--- src/hdl/swfp_pkg.sv ---
// Shared types and constants for the sliding-window frame pacer.
package swfp_pkg;

    localparam int STAMP_W    = 32;
    localparam int WAIT_W     = 11;
    localparam int RATE_W     = 20;
    localparam int DIV_W      = 33;
    localparam int STEP_W     = 6;
    localparam int DUE_W      = 20;
    localparam int FPS_SCALE  = 1000;
    localparam int RATE_SCALE = 200000;

    localparam logic [WAIT_W-1:0] WAIT_MAX   = 11'd2047;
    localparam logic [RATE_W-1:0] RATE_MAX   = 20'd999999;
    localparam logic [RATE_W-1:0] RATE_RESET = 20'd6000;

    typedef enum logic [3:0] {
        ST_IDLE,
        ST_WAIT,
        ST_PUSH,
        ST_SPAN_RD,
        ST_SPAN,
        ST_RATE_GO,
        ST_RATE,
        ST_FIN
    } t_state;

endpackage

--- src/hdl/swfp_if.sv ---
// Valid/ready channel interfaces for frame ticks and pacing results.
interface swfp_in_if;
    logic                         valid;
    logic                         ready;
    logic [swfp_pkg::STAMP_W-1:0] now_ms;

    modport source (output valid, output now_ms, input ready);
    modport sink   (input valid, input now_ms, output ready);
endinterface

interface swfp_out_if;
    logic                        valid;
    logic                        ready;
    logic [swfp_pkg::WAIT_W-1:0] wait_ms;
    logic [swfp_pkg::RATE_W-1:0] rate_centi;
    logic                        rate_updated;

    modport source (output valid, output wait_ms, output rate_centi, output rate_updated,
                     input ready);
    modport sink   (input valid, input wait_ms, input rate_centi, input rate_updated,
                     output ready);
endinterface

--- src/hdl/swfp_ram.sv ---
// Generic one-write one-read RAM with registered read data.
module swfp_ram #(
    parameter int WIDTH = 32,
    parameter int DEPTH = 120
) (
    input  logic                     i_clk,
    input  logic                     i_wr_en,
    input  logic [$clog2(DEPTH)-1:0] i_wr_addr,
    input  logic [WIDTH-1:0]         i_wr_data,
    input  logic                     i_rd_en,
    input  logic [$clog2(DEPTH)-1:0] i_rd_addr,
    output logic [WIDTH-1:0]         o_rd_data
);

    logic [WIDTH-1:0] r_mem [DEPTH];
    logic [WIDTH-1:0] r_rd_data;

    always_ff @(posedge i_clk) begin
        if (i_wr_en) begin
            r_mem[i_wr_addr] <= i_wr_data;
        end
        if (i_rd_en) begin
            r_rd_data <= r_mem[i_rd_addr];
        end
    end

    assign o_rd_data = r_rd_data;

endmodule

--- src/hdl/swfp_div.sv ---
// Serial restoring divider, one quotient bit per cycle.
module swfp_div (
    input  logic                          i_clk,
    input  logic                          i_rst_n,
    input  logic                          i_start,
    input  logic [swfp_pkg::DIV_W-1:0]    i_dividend,
    input  logic [swfp_pkg::DIV_W-1:0]    i_divisor,
    input  logic [swfp_pkg::STEP_W-1:0]   i_steps,
    output logic                          o_done,
    output logic [swfp_pkg::DIV_W-1:0]    o_quot
);

    logic                          r_busy;
    logic                          r_done;
    logic [swfp_pkg::STEP_W-1:0]   r_cnt;
    logic [swfp_pkg::DIV_W-1:0]    r_rem;
    logic [swfp_pkg::DIV_W-1:0]    r_quo;
    logic [swfp_pkg::DIV_W-1:0]    r_div;

    logic [swfp_pkg::DIV_W:0]      rem_sh;
    logic [swfp_pkg::DIV_W:0]      rem_sub;
    logic                          ge;
    logic [swfp_pkg::DIV_W-1:0]    n_rem;
    logic [swfp_pkg::DIV_W-1:0]    n_quo;

    always_comb begin
        rem_sh  = {r_rem, r_quo[swfp_pkg::DIV_W-1]};
        rem_sub = rem_sh - {1'b0, r_div};
        ge      = (rem_sh >= {1'b0, r_div});
        n_rem   = ge ? rem_sub[swfp_pkg::DIV_W-1:0] : rem_sh[swfp_pkg::DIV_W-1:0];
        n_quo   = {r_quo[swfp_pkg::DIV_W-2:0], ge};
    end

    always_ff @(posedge i_clk) begin
        if (!i_rst_n) begin
            r_busy <= 1'b0;
            r_done <= 1'b0;
            r_cnt  <= '0;
        end else if (i_start) begin
            r_busy <= 1'b1;
            r_done <= 1'b0;
            r_cnt  <= i_steps;
        end else if (r_busy) begin
            r_cnt <= r_cnt - 1'b1;
            if (r_cnt == swfp_pkg::STEP_W'(1)) begin
                r_busy <= 1'b0;
                r_done <= 1'b1;
            end
        end else begin
            r_done <= 1'b0;
        end
    end

    always_ff @(posedge i_clk) begin
        if (i_start) begin
            r_rem <= '0;
            r_quo <= i_dividend;
            r_div <= i_divisor;
        end else if (r_busy) begin
            r_rem <= n_rem;
            r_quo <= n_quo;
        end
    end

    assign o_done = r_done;
    assign o_quot = r_quo;

    a_done_idle: assert property (@(posedge i_clk) disable iff (!i_rst_n)
        r_done |-> !r_busy)
        else $error("divider flags done while still busy");

    a_start_idle: assert property (@(posedge i_clk) disable iff (!i_rst_n)
        i_start |-> !r_busy)
        else $error("divider restarted while busy");

    a_last_step: assert property (@(posedge i_clk) disable iff (!i_rst_n)
        (r_busy && r_cnt == swfp_pkg::STEP_W'(1) && !i_start) |=> r_done)
        else $error("divider missed done after last step");

    a_cnt_live: assert property (@(posedge i_clk) disable iff (!i_rst_n)
        r_busy |-> (r_cnt != '0))
        else $error("divider busy with zero step count");

endmodule

--- src/hdl/sliding_window_frame_pacer_top.sv ---
// Sliding-window frame pacer: stamp ring, reciprocal due multiply and serial divider.
// An accepted tick passes the wait and push states to the final state, which registers the
// result; an update tick on a full ring also passes the span read, span and rate-go states,
// and on nonzero span waits in the rate state for the 33-step serial divide. Ready rises as
// the result is registered, and a result not yet taken holds the sequencer in its final state.
// Reset (synchronous, active low) empties the ring and sets the measured rate to 60.00 fps.
module sliding_window_frame_pacer_top #(
    parameter int WINDOW          = 120,
    parameter int TARGET_FPS      = 60,
    parameter int UPDATE_INTERVAL = 60
) (
    input  logic              i_clk,
    input  logic              i_rst_n,
    swfp_in_if.sink           i_frame,
    swfp_out_if.source        o_pace
);

    localparam int AW = $clog2(WINDOW);
    localparam int CW = $clog2(WINDOW + 1);
    localparam int TW = $clog2(UPDATE_INTERVAL + 1);
    localparam int SW = swfp_pkg::STAMP_W;
    localparam int DW = swfp_pkg::DIV_W;
    localparam int UW = swfp_pkg::DUE_W;
    localparam int PW = 48;
    localparam int RECIP_SHIFT = UW + 8;
    localparam logic [CW-1:0] WIN_C  = CW'(WINDOW);
    localparam logic [AW-1:0] HEAD_LAST = AW'(WINDOW - 1);
    localparam logic [TW-1:0] UI_C   = TW'(UPDATE_INTERVAL);
    localparam logic [DW-1:0] RATE_BASE = DW'(swfp_pkg::RATE_SCALE * (WINDOW - 1));
    localparam longint unsigned DUE_RECIP =
        ((64'd1 << RECIP_SHIFT) + 64'(TARGET_FPS) - 64'd1) / 64'(TARGET_FPS);
    localparam logic [PW-1:0] DUE_K = PW'(DUE_RECIP * 64'(swfp_pkg::FPS_SCALE));

    swfp_pkg::t_state r_state, n_state;

    logic [SW-1:0]                 r_now, n_now;
    logic [UW-1:0]                 r_due, n_due;
    logic [swfp_pkg::WAIT_W-1:0]   r_wait, n_wait;
    logic [SW-1:0]                 r_newest, n_newest;
    logic [SW-1:0]                 r_span, n_span;
    logic                          r_upd, n_upd;
    logic [AW-1:0]                 r_head, n_head;
    logic [CW-1:0]                 r_count, n_count;
    logic [TW-1:0]                 r_tick, n_tick;
    logic [swfp_pkg::RATE_W-1:0]   r_rate, n_rate;
    logic                          r_out_valid, n_out_valid;
    logic [swfp_pkg::WAIT_W-1:0]   r_out_wait, n_out_wait;
    logic [swfp_pkg::RATE_W-1:0]   r_out_rate, n_out_rate;
    logic                          r_out_upd, n_out_upd;

    logic                 ram_wr_en;
    logic [AW-1:0]        ram_wr_addr;
    logic [SW-1:0]        ram_wr_data;
    logic                 ram_rd_en;
    logic [AW-1:0]        ram_rd_addr;
    logic [SW-1:0]        ram_rd_data;

    logic                          div_start;
    logic [DW-1:0]                 div_dividend;
    logic [DW-1:0]                 div_divisor;
    logic [swfp_pkg::STEP_W-1:0]   div_steps;
    logic                          div_done;
    logic [DW-1:0]                 div_quot;

    logic [PW-1:0]        due_prod;
    logic [SW-1:0]        elapsed;
    logic [UW-1:0]        wait_diff;
    logic [SW-1:0]        stamp;
    logic [CW:0]          tail_sum;
    logic [CW:0]          tail_wrap;
    logic [AW-1:0]        tail_addr;
    logic [AW-1:0]        head_inc;
    logic [TW-1:0]        tick_inc;

    swfp_ram #(
        .WIDTH (SW),
        .DEPTH (WINDOW)
    ) u_ring (
        .i_clk     (i_clk),
        .i_wr_en   (ram_wr_en),
        .i_wr_addr (ram_wr_addr),
        .i_wr_data (ram_wr_data),
        .i_rd_en   (ram_rd_en),
        .i_rd_addr (ram_rd_addr),
        .o_rd_data (ram_rd_data)
    );

    swfp_div u_div (
        .i_clk      (i_clk),
        .i_rst_n    (i_rst_n),
        .i_start    (div_start),
        .i_dividend (div_dividend),
        .i_divisor  (div_divisor),
        .i_steps    (div_steps),
        .o_done     (div_done),
        .o_quot     (div_quot)
    );

    assign i_frame.ready       = (r_state == swfp_pkg::ST_IDLE);
    assign o_pace.valid        = r_out_valid;
    assign o_pace.wait_ms      = r_out_wait;
    assign o_pace.rate_centi   = r_out_rate;
    assign o_pace.rate_updated = r_out_upd;

    always_comb begin
        due_prod  = PW'(r_count) * DUE_K;
        elapsed   = r_now - ram_rd_data;
        wait_diff = r_due - elapsed[UW-1:0];
        stamp     = r_now + SW'(r_wait);
        tail_sum  = (CW+1)'(r_head) + (CW+1)'(r_count);
        tail_wrap = (tail_sum >= (CW+1)'(WINDOW)) ? tail_sum - (CW+1)'(WINDOW) : tail_sum;
        tail_addr = tail_wrap[AW-1:0];
        head_inc  = (r_head == HEAD_LAST) ? '0 : r_head + 1'b1;
        tick_inc  = r_tick + 1'b1;
    end

    always_comb begin
        n_state     = r_state;
        n_now       = r_now;
        n_due       = r_due;
        n_wait      = r_wait;
        n_newest    = r_newest;
        n_span      = r_span;
        n_upd       = r_upd;
        n_head      = r_head;
        n_count     = r_count;
        n_tick      = r_tick;
        n_rate      = r_rate;
        n_out_valid = r_out_valid && !o_pace.ready;
        n_out_wait  = r_out_wait;
        n_out_rate  = r_out_rate;
        n_out_upd   = r_out_upd;

        ram_wr_en    = 1'b0;
        ram_wr_addr  = r_head;
        ram_wr_data  = stamp;
        ram_rd_en    = 1'b0;
        ram_rd_addr  = r_head;

        div_start    = 1'b0;
        div_dividend = RATE_BASE + {1'b0, r_span};
        div_divisor  = {r_span, 1'b0};
        div_steps    = swfp_pkg::STEP_W'(DW);

        case (r_state)
            swfp_pkg::ST_IDLE: begin
                if (i_frame.valid) begin
                    n_now     = i_frame.now_ms;
                    n_due     = due_prod[RECIP_SHIFT +: UW];
                    ram_rd_en = 1'b1;
                    n_state   = swfp_pkg::ST_WAIT;
                end
            end
            swfp_pkg::ST_WAIT: begin
                if (r_count != '0 && SW'(r_due) > elapsed) begin
                    if (wait_diff > UW'(swfp_pkg::WAIT_MAX)) begin
                        n_wait = swfp_pkg::WAIT_MAX;
                    end else begin
                        n_wait = wait_diff[swfp_pkg::WAIT_W-1:0];
                    end
                end else begin
                    n_wait = '0;
                end
                n_state = swfp_pkg::ST_PUSH;
            end
            swfp_pkg::ST_PUSH: begin
                ram_wr_en = 1'b1;
                n_newest  = stamp;
                n_upd     = 1'b0;
                if (r_count == WIN_C) begin
                    ram_wr_addr = r_head;
                    n_head      = head_inc;
                end else begin
                    ram_wr_addr = tail_addr;
                    n_count     = r_count + 1'b1;
                end
                if (tick_inc >= UI_C) begin
                    n_tick = '0;
                    if (n_count == WIN_C) begin
                        n_state = swfp_pkg::ST_SPAN_RD;
                    end else begin
                        n_state = swfp_pkg::ST_FIN;
                    end
                end else begin
                    n_tick  = tick_inc;
                    n_state = swfp_pkg::ST_FIN;
                end
            end
            swfp_pkg::ST_SPAN_RD: begin
                ram_rd_en = 1'b1;
                n_state   = swfp_pkg::ST_SPAN;
            end
            swfp_pkg::ST_SPAN: begin
                n_span  = r_newest - ram_rd_data;
                n_state = swfp_pkg::ST_RATE_GO;
            end
            swfp_pkg::ST_RATE_GO: begin
                if (r_span == '0) begin
                    n_state = swfp_pkg::ST_FIN;
                end else begin
                    div_start = 1'b1;
                    n_state   = swfp_pkg::ST_RATE;
                end
            end
            swfp_pkg::ST_RATE: begin
                if (div_done) begin
                    if (div_quot > DW'(swfp_pkg::RATE_MAX)) begin
                        n_rate = swfp_pkg::RATE_MAX;
                    end else begin
                        n_rate = div_quot[swfp_pkg::RATE_W-1:0];
                    end
                    n_upd   = 1'b1;
                    n_state = swfp_pkg::ST_FIN;
                end
            end
            swfp_pkg::ST_FIN: begin
                if (!r_out_valid || o_pace.ready) begin
                    n_out_valid = 1'b1;
                    n_out_wait  = r_wait;
                    n_out_rate  = r_rate;
                    n_out_upd   = r_upd;
                    n_state     = swfp_pkg::ST_IDLE;
                end
            end
            default: begin
                n_state = swfp_pkg::ST_IDLE;
            end
        endcase
    end

    always_ff @(posedge i_clk) begin
        if (!i_rst_n) begin
            r_state     <= swfp_pkg::ST_IDLE;
            r_head      <= '0;
            r_count     <= '0;
            r_tick      <= '0;
            r_rate      <= swfp_pkg::RATE_RESET;
            r_out_valid <= 1'b0;
        end else begin
            r_state     <= n_state;
            r_head      <= n_head;
            r_count     <= n_count;
            r_tick      <= n_tick;
            r_rate      <= n_rate;
            r_out_valid <= n_out_valid;
        end
    end

    always_ff @(posedge i_clk) begin
        r_now      <= n_now;
        r_due      <= n_due;
        r_wait     <= n_wait;
        r_newest   <= n_newest;
        r_span     <= n_span;
        r_upd      <= n_upd;
        r_out_wait <= n_out_wait;
        r_out_rate <= n_out_rate;
        r_out_upd  <= n_out_upd;
    end

    a_count_bound: assert property (@(posedge i_clk) disable iff (!i_rst_n)
        r_count <= WIN_C)
        else $error("ring count exceeds window");

    a_head_fill: assert property (@(posedge i_clk) disable iff (!i_rst_n)
        (r_count != WIN_C) |-> (r_head == '0))
        else $error("ring head moved before ring filled");

    a_tick_bound: assert property (@(posedge i_clk) disable iff (!i_rst_n)
        r_tick < UI_C)
        else $error("tick count reached update interval");

    a_div_owner: assert property (@(posedge i_clk) disable iff (!i_rst_n)
        div_done |-> (r_state == swfp_pkg::ST_RATE))
        else $error("divider finished outside the rate state");

endmodule

--- src/flat_wrapper.sv ---
// flat-port wrapper written by rule: the top's interface ports become plain ports
module sliding_window_frame_pacer_top_flat 
#(
    parameter int WINDOW          = 120,
    parameter int TARGET_FPS      = 60,
    parameter int UPDATE_INTERVAL = 60
)
  (i_clk, i_rst_n, i_frame_valid, i_frame_now_ms, i_frame_ready, o_pace_valid, o_pace_wait_ms, o_pace_rate_centi, o_pace_rate_updated, o_pace_ready);
  swfp_in_if i_frame_i ();
  swfp_out_if o_pace_i ();
  input  logic i_clk;
  input  logic i_rst_n;
  input wire logic [$bits(i_frame_i.valid)-1:0] i_frame_valid;
  input wire logic [$bits(i_frame_i.now_ms)-1:0] i_frame_now_ms;
  output wire logic [$bits(i_frame_i.ready)-1:0] i_frame_ready;
  output wire logic [$bits(o_pace_i.valid)-1:0] o_pace_valid;
  output wire logic [$bits(o_pace_i.wait_ms)-1:0] o_pace_wait_ms;
  output wire logic [$bits(o_pace_i.rate_centi)-1:0] o_pace_rate_centi;
  output wire logic [$bits(o_pace_i.rate_updated)-1:0] o_pace_rate_updated;
  input wire logic [$bits(o_pace_i.ready)-1:0] o_pace_ready;
  assign i_frame_i.valid = i_frame_valid;
  assign i_frame_i.now_ms = i_frame_now_ms;
  assign i_frame_ready = i_frame_i.ready;
  assign o_pace_valid = o_pace_i.valid;
  assign o_pace_wait_ms = o_pace_i.wait_ms;
  assign o_pace_rate_centi = o_pace_i.rate_centi;
  assign o_pace_rate_updated = o_pace_i.rate_updated;
  assign o_pace_i.ready = o_pace_ready;
  sliding_window_frame_pacer_top #(.WINDOW(WINDOW), .TARGET_FPS(TARGET_FPS), .UPDATE_INTERVAL(UPDATE_INTERVAL)) u_core (.i_clk(i_clk), .i_rst_n(i_rst_n), .i_frame(i_frame_i), .o_pace(o_pace_i));
endmodule
--- config.mk ---
export PLATFORM = sky130hd
export DESIGN_NAME = sliding_window_frame_pacer_top_flat
export DESIGN_NICKNAME = d
export VERILOG_FILES = /design/src/hdl/swfp_pkg.sv /design/src/hdl/swfp_if.sv /design/src/hdl/swfp_ram.sv /design/src/hdl/swfp_div.sv /design/src/hdl/sliding_window_frame_pacer_top.sv /design/src/flat_wrapper.sv
export SDC_FILE = /design/constraint.sdc
export NUM_CORES = 2
export LEC_CHECK = 0
export CORE_AREA = 2 2 377 752
export CTS_BUF_LIST = sky130_fd_sc_hd__clkbuf_8
export DETAILED_ROUTE_END_ITERATION = 6
export DIE_AREA = 0 0 379 754
export DONT_BUFFER_PORTS = 1
export PLACE_DENSITY_LB_ADDON = 0.12
export SYNTH_ARGS = -nofsm -noshare
export SYNTH_HDL_FRONTEND = slang
export SYNTH_SLANG_ARGS = --single-unit
export TNS_END_PERCENT = 100
--- constraint.sdc ---
create_clock -name i_clk -period 8.4 [get_ports i_clk]
set_clock_uncertainty 0.2 [all_clocks]
set_input_delay 1.68 -clock i_clk [delete_from_list [all_inputs] [get_ports i_clk]]
set_output_delay 1.68 -clock i_clk [all_outputs]
set_load 0.005 [all_outputs]
Word-level counts from Yosys, hierarchy flattened --
Memories as Yosys holds them, arrays and structs flattened. A register that Yosys moved wholly into a read port is not among the register bits. Cells that the tools add are included.
Cells by class: add/sub/neg operators 12, $mul 1, magnitude comparators 6, equality and inequality tests 14, multiplexer cells 35, bitwise logic cells 2, reductions and logical operators 18
Operator list (count):
- $mux 33 | 3
- $sub 32x32->32 | 2
- $mux 7 | 6
- $mul 7x30->37 const B | 1
- $ge 34x33->1 | 1
- $add 25x32->33 const A | 1
- $gt 33x20->1 const B | 1
- $sub 33x33->33 | 1
- $add 32x11->32 | 1
- $gt 12x32->1 | 1
- $logic_not 32->1 | 1
- $pmux 4 s8 | 1
- $eq 7x7->1 const B | 3
- $gt 20x11->1 const B | 1
- $mux 20 | 1
- $sub 12x20->20 | 1
- $mux 6 | 3
- $eq 4x3->1 const B | 4
- $add 7x1->7 const B | 2
- $mux 1 | 13
- $mux 4 | 3
- $mux 11 | 1
- $reduce_and 2->1 | 5
- $add 7x7->8 | 1
- other kinds (22) | 30
Word-level totals: bits in registers 303, bits in writable memories 3840, input port bits 36, output and inout port bits 34, word-level logic and storage cells 111, memories kept 1
Memory list:
- u_core.u_ring.r_mem | depth 120, width 32, read ports 1, clocked after Yosys merged registers in 1, wr ports 1, RTL line swfp_ram.sv:15 | logic [WIDTH-1:0] r_mem [DEPTH];

Logic depth before layout (Yosys ltp) --
depth in word-level cells 7, depth in mapped cells 22, gate-level depth less buffers 21

Modules after synthesis --
From an unflattened synthesis, not the netlist that was laid out.
Second synthesis, totals: cell total of the unflattened synthesis 8415, area total of the unflattened synthesis 168659.3 um2
Modules (own cells, without submodules):
- swfp_ram | instances 1, cells each 6352, area an instance 148185.9 um2, sequential area each 116271.5 um2
- sliding_window_frame_pacer_top | instances 1, cells each 1426, area an instance 14162.3 um2, sequential area each 5445.2 um2
- swfp_div | instances 1, cells each 637, area an instance 6311.1 um2, sequential area each 2802.7 um2

Worst setup path after synthesis --
OpenSTA, ideal clock, no wires.
path type register to register, from register u_core.r_wait[0] in the netlist's numbering, to register u_core.r_newest[22] (data pin), library setup time 0.892 ns, arrival 6.090 ns, required time 7.308 ns, path slack 1.218 ns, cell stages (with the launch flop) 15, buffers on the path 0, cell sequence edfxtp_1 -> ha_1 -> inv_1 -> fa_1 -> nor2b_1 -> o21ai_0 -> a21boi_0 -> o21ai_0 -> a21oi_1 -> o21ai_0 -> a21oi_1 -> o31ai_1 -> a21oi_1 -> nand4_1 -> xnor2_1
Between the ends: cells in the longest elaborated chain, start to end 1
RTL lines:
- from (decl) | RTL line sliding_window_frame_pacer_top.sv:38 | logic [swfp_pkg::WAIT_W-1:0] r_wait, n_wait;
- from (signal assigned) | RTL line sliding_window_frame_pacer_top.sv:252 | r_wait <= n_wait;
- $add 32x11->32 | RTL line sliding_window_frame_pacer_top.sv:109 | stamp = r_now + SW'(r_wait);
- named net u_core.ram_wr_data[22] | RTL line sliding_window_frame_pacer_top.sv:53 | logic [SW-1:0] ram_wr_data;
- to (signal assigned) | RTL line sliding_window_frame_pacer_top.sv:253 | r_newest <= n_newest;
- to (decl) | RTL line sliding_window_frame_pacer_top.sv:39 | logic [SW-1:0] r_newest, n_newest;
The timed path passes the listed nets, and every way through them passes these cells. A chain may end at the register's enable or synchronous reset.

Worst setup path after layout --
from register u_core.r_head[1], to memory u_core.u_ring.r_mem[26][17] (enable)
Between the ends: cells in the longest elaborated chain, start to end 5, elaborated cells on any way between the ends 6
RTL lines:
- from (decl) | RTL line sliding_window_frame_pacer_top.sv:42 | logic [AW-1:0] r_head, n_head;
- from (signal assigned) | RTL line sliding_window_frame_pacer_top.sv:241 | r_head <= n_head;
- $add 7x7->8 | RTL line sliding_window_frame_pacer_top.sv:110 | tail_sum = (CW+1)'(r_head) + (CW+1)'(r_count);
- $sub 7x7->7 or $ge 8x7->1 (tied branches) | RTL line sliding_window_frame_pacer_top.sv:111 | tail_wrap = (tail_sum >= (CW+1)'(WINDOW)) ? tail_sum - (CW+1)'(WINDOW) : tail_sum;
- $mux 7 | RTL line sliding_window_frame_pacer_top.sv:111
- $mux 7 | RTL line sliding_window_frame_pacer_top.sv:170 | if (r_count == WIN_C) begin
- $mux 7 (*) | RTL line sliding_window_frame_pacer_top.sv:145 | case (r_state)
- to (decl) | RTL line swfp_ram.sv:15
Mark *: on every way between the ends. The rest lies on a longest branch, timed or not.

==> out/qor.csv <==
stage,metric,value,unit
timing,tightest_slew,1.425,ns
setup_path,reg2reg_from,u_core.r_head[1],
setup_path,cp-end-kind,flop,
route,ant_nets,0,
hold_path,hp-class,flop to flop,
setup_path,worst-r2r-setup-slack,2.10,ns
clocking,cts_buffers,561,
route,finalWirelength,458200,um
power_and_ir_drop,leakagePower,57.19,nW
setup_path,worstSetupStartpointType,flop,
clocking,htreeDepth,6,
clocking,cts.sinks,4174,
hold_path,hold_depth,0,
timing,setup_violations,0,
clocking,clockBufferDepth,4,
die,start_util,0.5966,
clocking,cts_setup_buffers,0,
synthesis,synth_edf_count,4089,
global_routing,grt_pass1_wl,640300,um
hold_path,min_to,u_core.o_pace.rate_centi[14],
global_routing,grt_use_total,0.3256,
global_routing,first_global_vias,85540,
timing,slew_viol_final,0,
power_and_ir_drop,p_per_area,235.4,nW/um^2
final_layout,final_core_util,0.6575,
final_layout,final_cell_area,184200,um^2
synthesis,synth_seq_area_share,0.7451,
place,dp_hpwl,280800,um
setup_path,worstReg2RegEnd,u_core.u_ring.r_mem[26][17],
final_layout,stdcell_count,12470,
clocking,clk_pin_slew,0.07,ns
global_routing,grt_antenna_before_repair,59,
hold_path,hold_start,u_core.r_rate[14],
die,die_h,754,um
final_layout,area_growth_syn_to_layout,10.22,%
synthesis,synth_seq_cells,4174,
synthesis,synth_mux_area_frac,0.1725,
timing,slew_headroom,0.04744,
die,die-area,285800,um^2
place,place_congestion,0.9733,
die,die_x,379,um
synthesis,postSynthCellCount,7797,
power_and_ir_drop,power,43.36,mW
die,io_pins,70,
synthesis,syn_area,167100,um^2
place,port-buffer-count,0,
synthesis,synth_top_area_frac,0.7349,
global_routing,overflow,0,
route,wl_per_cell,36.74,um
place,dpl_cell_area,173700,um^2
synthesis,synthAdderAreaFrac,0.01751,
final_layout,final_nets,8508,
route,viasPerCell,6.685,
die,num_rows,275,
setup_path,reg2reg_depth,13,
synthesis,yosys.area_share.simple,0.02319,
timing,period_share,0.7495,
synthesis,synthFlopType,edfxtp_1,
route,drc,0,
clocking,cts_resized,0,
timing,rsz0062_at_grt,false,
synthesis,avgSynthCellArea,21.43,um^2
die,core_area,280100,um^2
setup_path,cp_max_fo,63,
route,dr.pass1.iters,6,
clocking,cts_tree,done,
synthesis,syn-num-nets,8050,
clocking,cts_root_buf,clkbuf_8,
power_and_ir_drop,vdd_drop_max,0.0001578,V
synthesis,synth-xor-area-share,0.008072,
flow_run,cap_violations,0,
synthesis,synthTopCellsByArea,"edfxtp_1 (73%), mux4_2 (17%), ha_1 (1.4%), dfxtp_1 (1.0%), nor2_1 (0.60%)",
synthesis,synth_top_family_by_area,multiplexers,
timing,fmaxAchievable,158.8,MHz
synthesis,async_flop_share,0,
setup_path,worstPathArrival,6.83,ns
route,num_vias,83380,
place,dp.cells,11430,
timing,finalCriticalPeriod,6.296,ns
synthesis,synth_compound_area_frac,0.02148,
synthesis,ys_warn_count,0,
timing,final_hold_viol_count,0,
timing,tns,0,ns
synthesis,ys_types,92,
setup_path,cp_data_required_time,8.93,ns
clocking,holdBufCountCts,0,
outcome,status,"complete, no violations",
final_layout,post_route_cells_drive_above_1_share,0.2841,
route,drt_iter0_drc,10070,
clocking,clk_latency,1.09,ns
setup_path,crit_type,flop to flop,
global_routing,grt_max_degree,122,
synthesis,synth_top_cell_by_area,edfxtp_1,
[state kept, by name, summed over array words and instances (netlist names), 11 cells and up]
register and count:
u_core.r_wait 11, u_core.u_div.r_div 32, u_core.o_pace.rate_centi 20, u_core.u_ring.r_mem 3840, u_core.r_due 12, u_core.u_ring.o_rd_data 32, u_core.r_rate 20, u_core.r_newest 32
u_core.o_pace.wait_ms 11, u_core.u_div.r_rem 33, u_core.r_span 32, u_core.r_now 32, u_core.u_div.o_quot 33
[cells by family after synthesis]
kind of cell	after synthesis
multiplexers	1336
flip-flops	4174
AO/OA/AOI/OAI	561
XOR/XNOR	154
AND/OR/NAND/NOR	822
adder cells (fa/ha/maj)	217
buffers and inverters	533
[routing by layer]
layer / vias to the layer above / GRT usage / routed length [um]
met1: 44160 / 0.3743 / 146800
met2: 4449 / 0.5515 / 236400
met4: 32 / 0.2278 / 38770
met3: 1164 / 0.05943 / 36050
li1: 33580 / - / -
met5: - / 0 / 222
[synthesized netlist by cell type, types with 43 or more instances]
| cell type | n |
|---|---|
| o21ai_0 | 144 |
| nand3_1 | 68 |
| ha_1 | 189 |
| a21o_1 | 47 |
| nor3_1 | 85 |
| clkbuf_1 | 236 |
| inv_1 | 168 |
| edfxtp_1 | 4089 |
| xnor2_1 | 101 |
| a21oi_1 | 154 |
| nor2_1 | 265 |
| nand2_1 | 206 |
| mux2i_1 | 43 |
| mux2_2 | 65 |
| buf_1 | 103 |
| mux4_2 | 1228 |
| dfxtp_1 | 85 |
| xor2_1 | 53 |
[power by group]
group	leakage (nW)	total (mW)	internal (mW)	switching, mW
sequential	37.5	24.5	24.3	0.238
clock	5.83	14.5	7.06	7.47
combinational	13.8	4.33	1.09	3.24
[stage by stage]
stage | setup WS [ns] | hold WS [ns]
2_1_floorplan | 1.218 | 0.2003
3_3_place_gp | 2.169 | 0.2061
3_5_place_dp | 2.207 | 0.2149
4_1_cts | 2.219 | 0.2323
5_1_grt | 2.082 | 0.2471
6_report | 2.104 | 0.2323
[cells in the final DEF (no fill, tap or decap), drive strengths merged, types with 26 or more instances in the layout]
cell type  instances
nor2             265
dfxtp             85
nand2            206
a21oi            167
inv              345
nand2b            28
nand3             69
nor2b             31
nand4             26
nor3              86
xnor2            101
clkinv           184
mux2              65
o21ai            146
edfxtp          4089
ha               189
xor2              53
a211oi            29
mux2i             43
a21o              48
clkbuf           578
fa                28
mux4            1228
diode             61
buf              259
[critical path, cell delays in order (launching register included)]
cell and delay (ns):
dfxtp_4 0.98, ha_1 0.39, a21o_1 0.16, a21oi_1 0.50
o21bai_1 0.11, a21oi_1 0.32, xnor2_1 0.21, nor3_1 0.28
o21ai_0 0.16, a31o_2 0.32, nor3_1 0.39, nand2_1 0.54
nor2_4 1.04, buf_4 0.35
[how the worst max path moves through the flow]
stage                     start                     endpoint  slack (ns)  cells past startpoint
6_report       u_core.r_head[1]  u_core.u_ring.r_mem[26][17]        2.10                     13
3_5_place_dp   u_core.r_head[1]   u_core.u_ring.r_mem[46][4]        2.21                     13
2_1_floorplan  u_core.r_wait[0]          u_core.r_newest[22]        1.22                     14
4_1_cts        u_core.r_head[1]  u_core.u_ring.r_mem[26][17]        2.22                     13
3_3_place_gp   u_core.r_head[1]  u_core.u_ring.r_mem[51][15]        2.17                     12
5_1_grt        u_core.r_head[1]   u_core.u_ring.r_mem[24][2]        2.08                     13
[final cells by class]
class	instances	area (um^2)
diodes	61	152.6
clock buffers	578	7955
clock inverters	402	2308
fillers	18260	95930
inverters	169	635.6
multi-input cells	3090	41720
flip-flops and latches	4174	124500
well taps	3739	4678
repair buffers	259	2195
(Power assumes the default switching activity.)
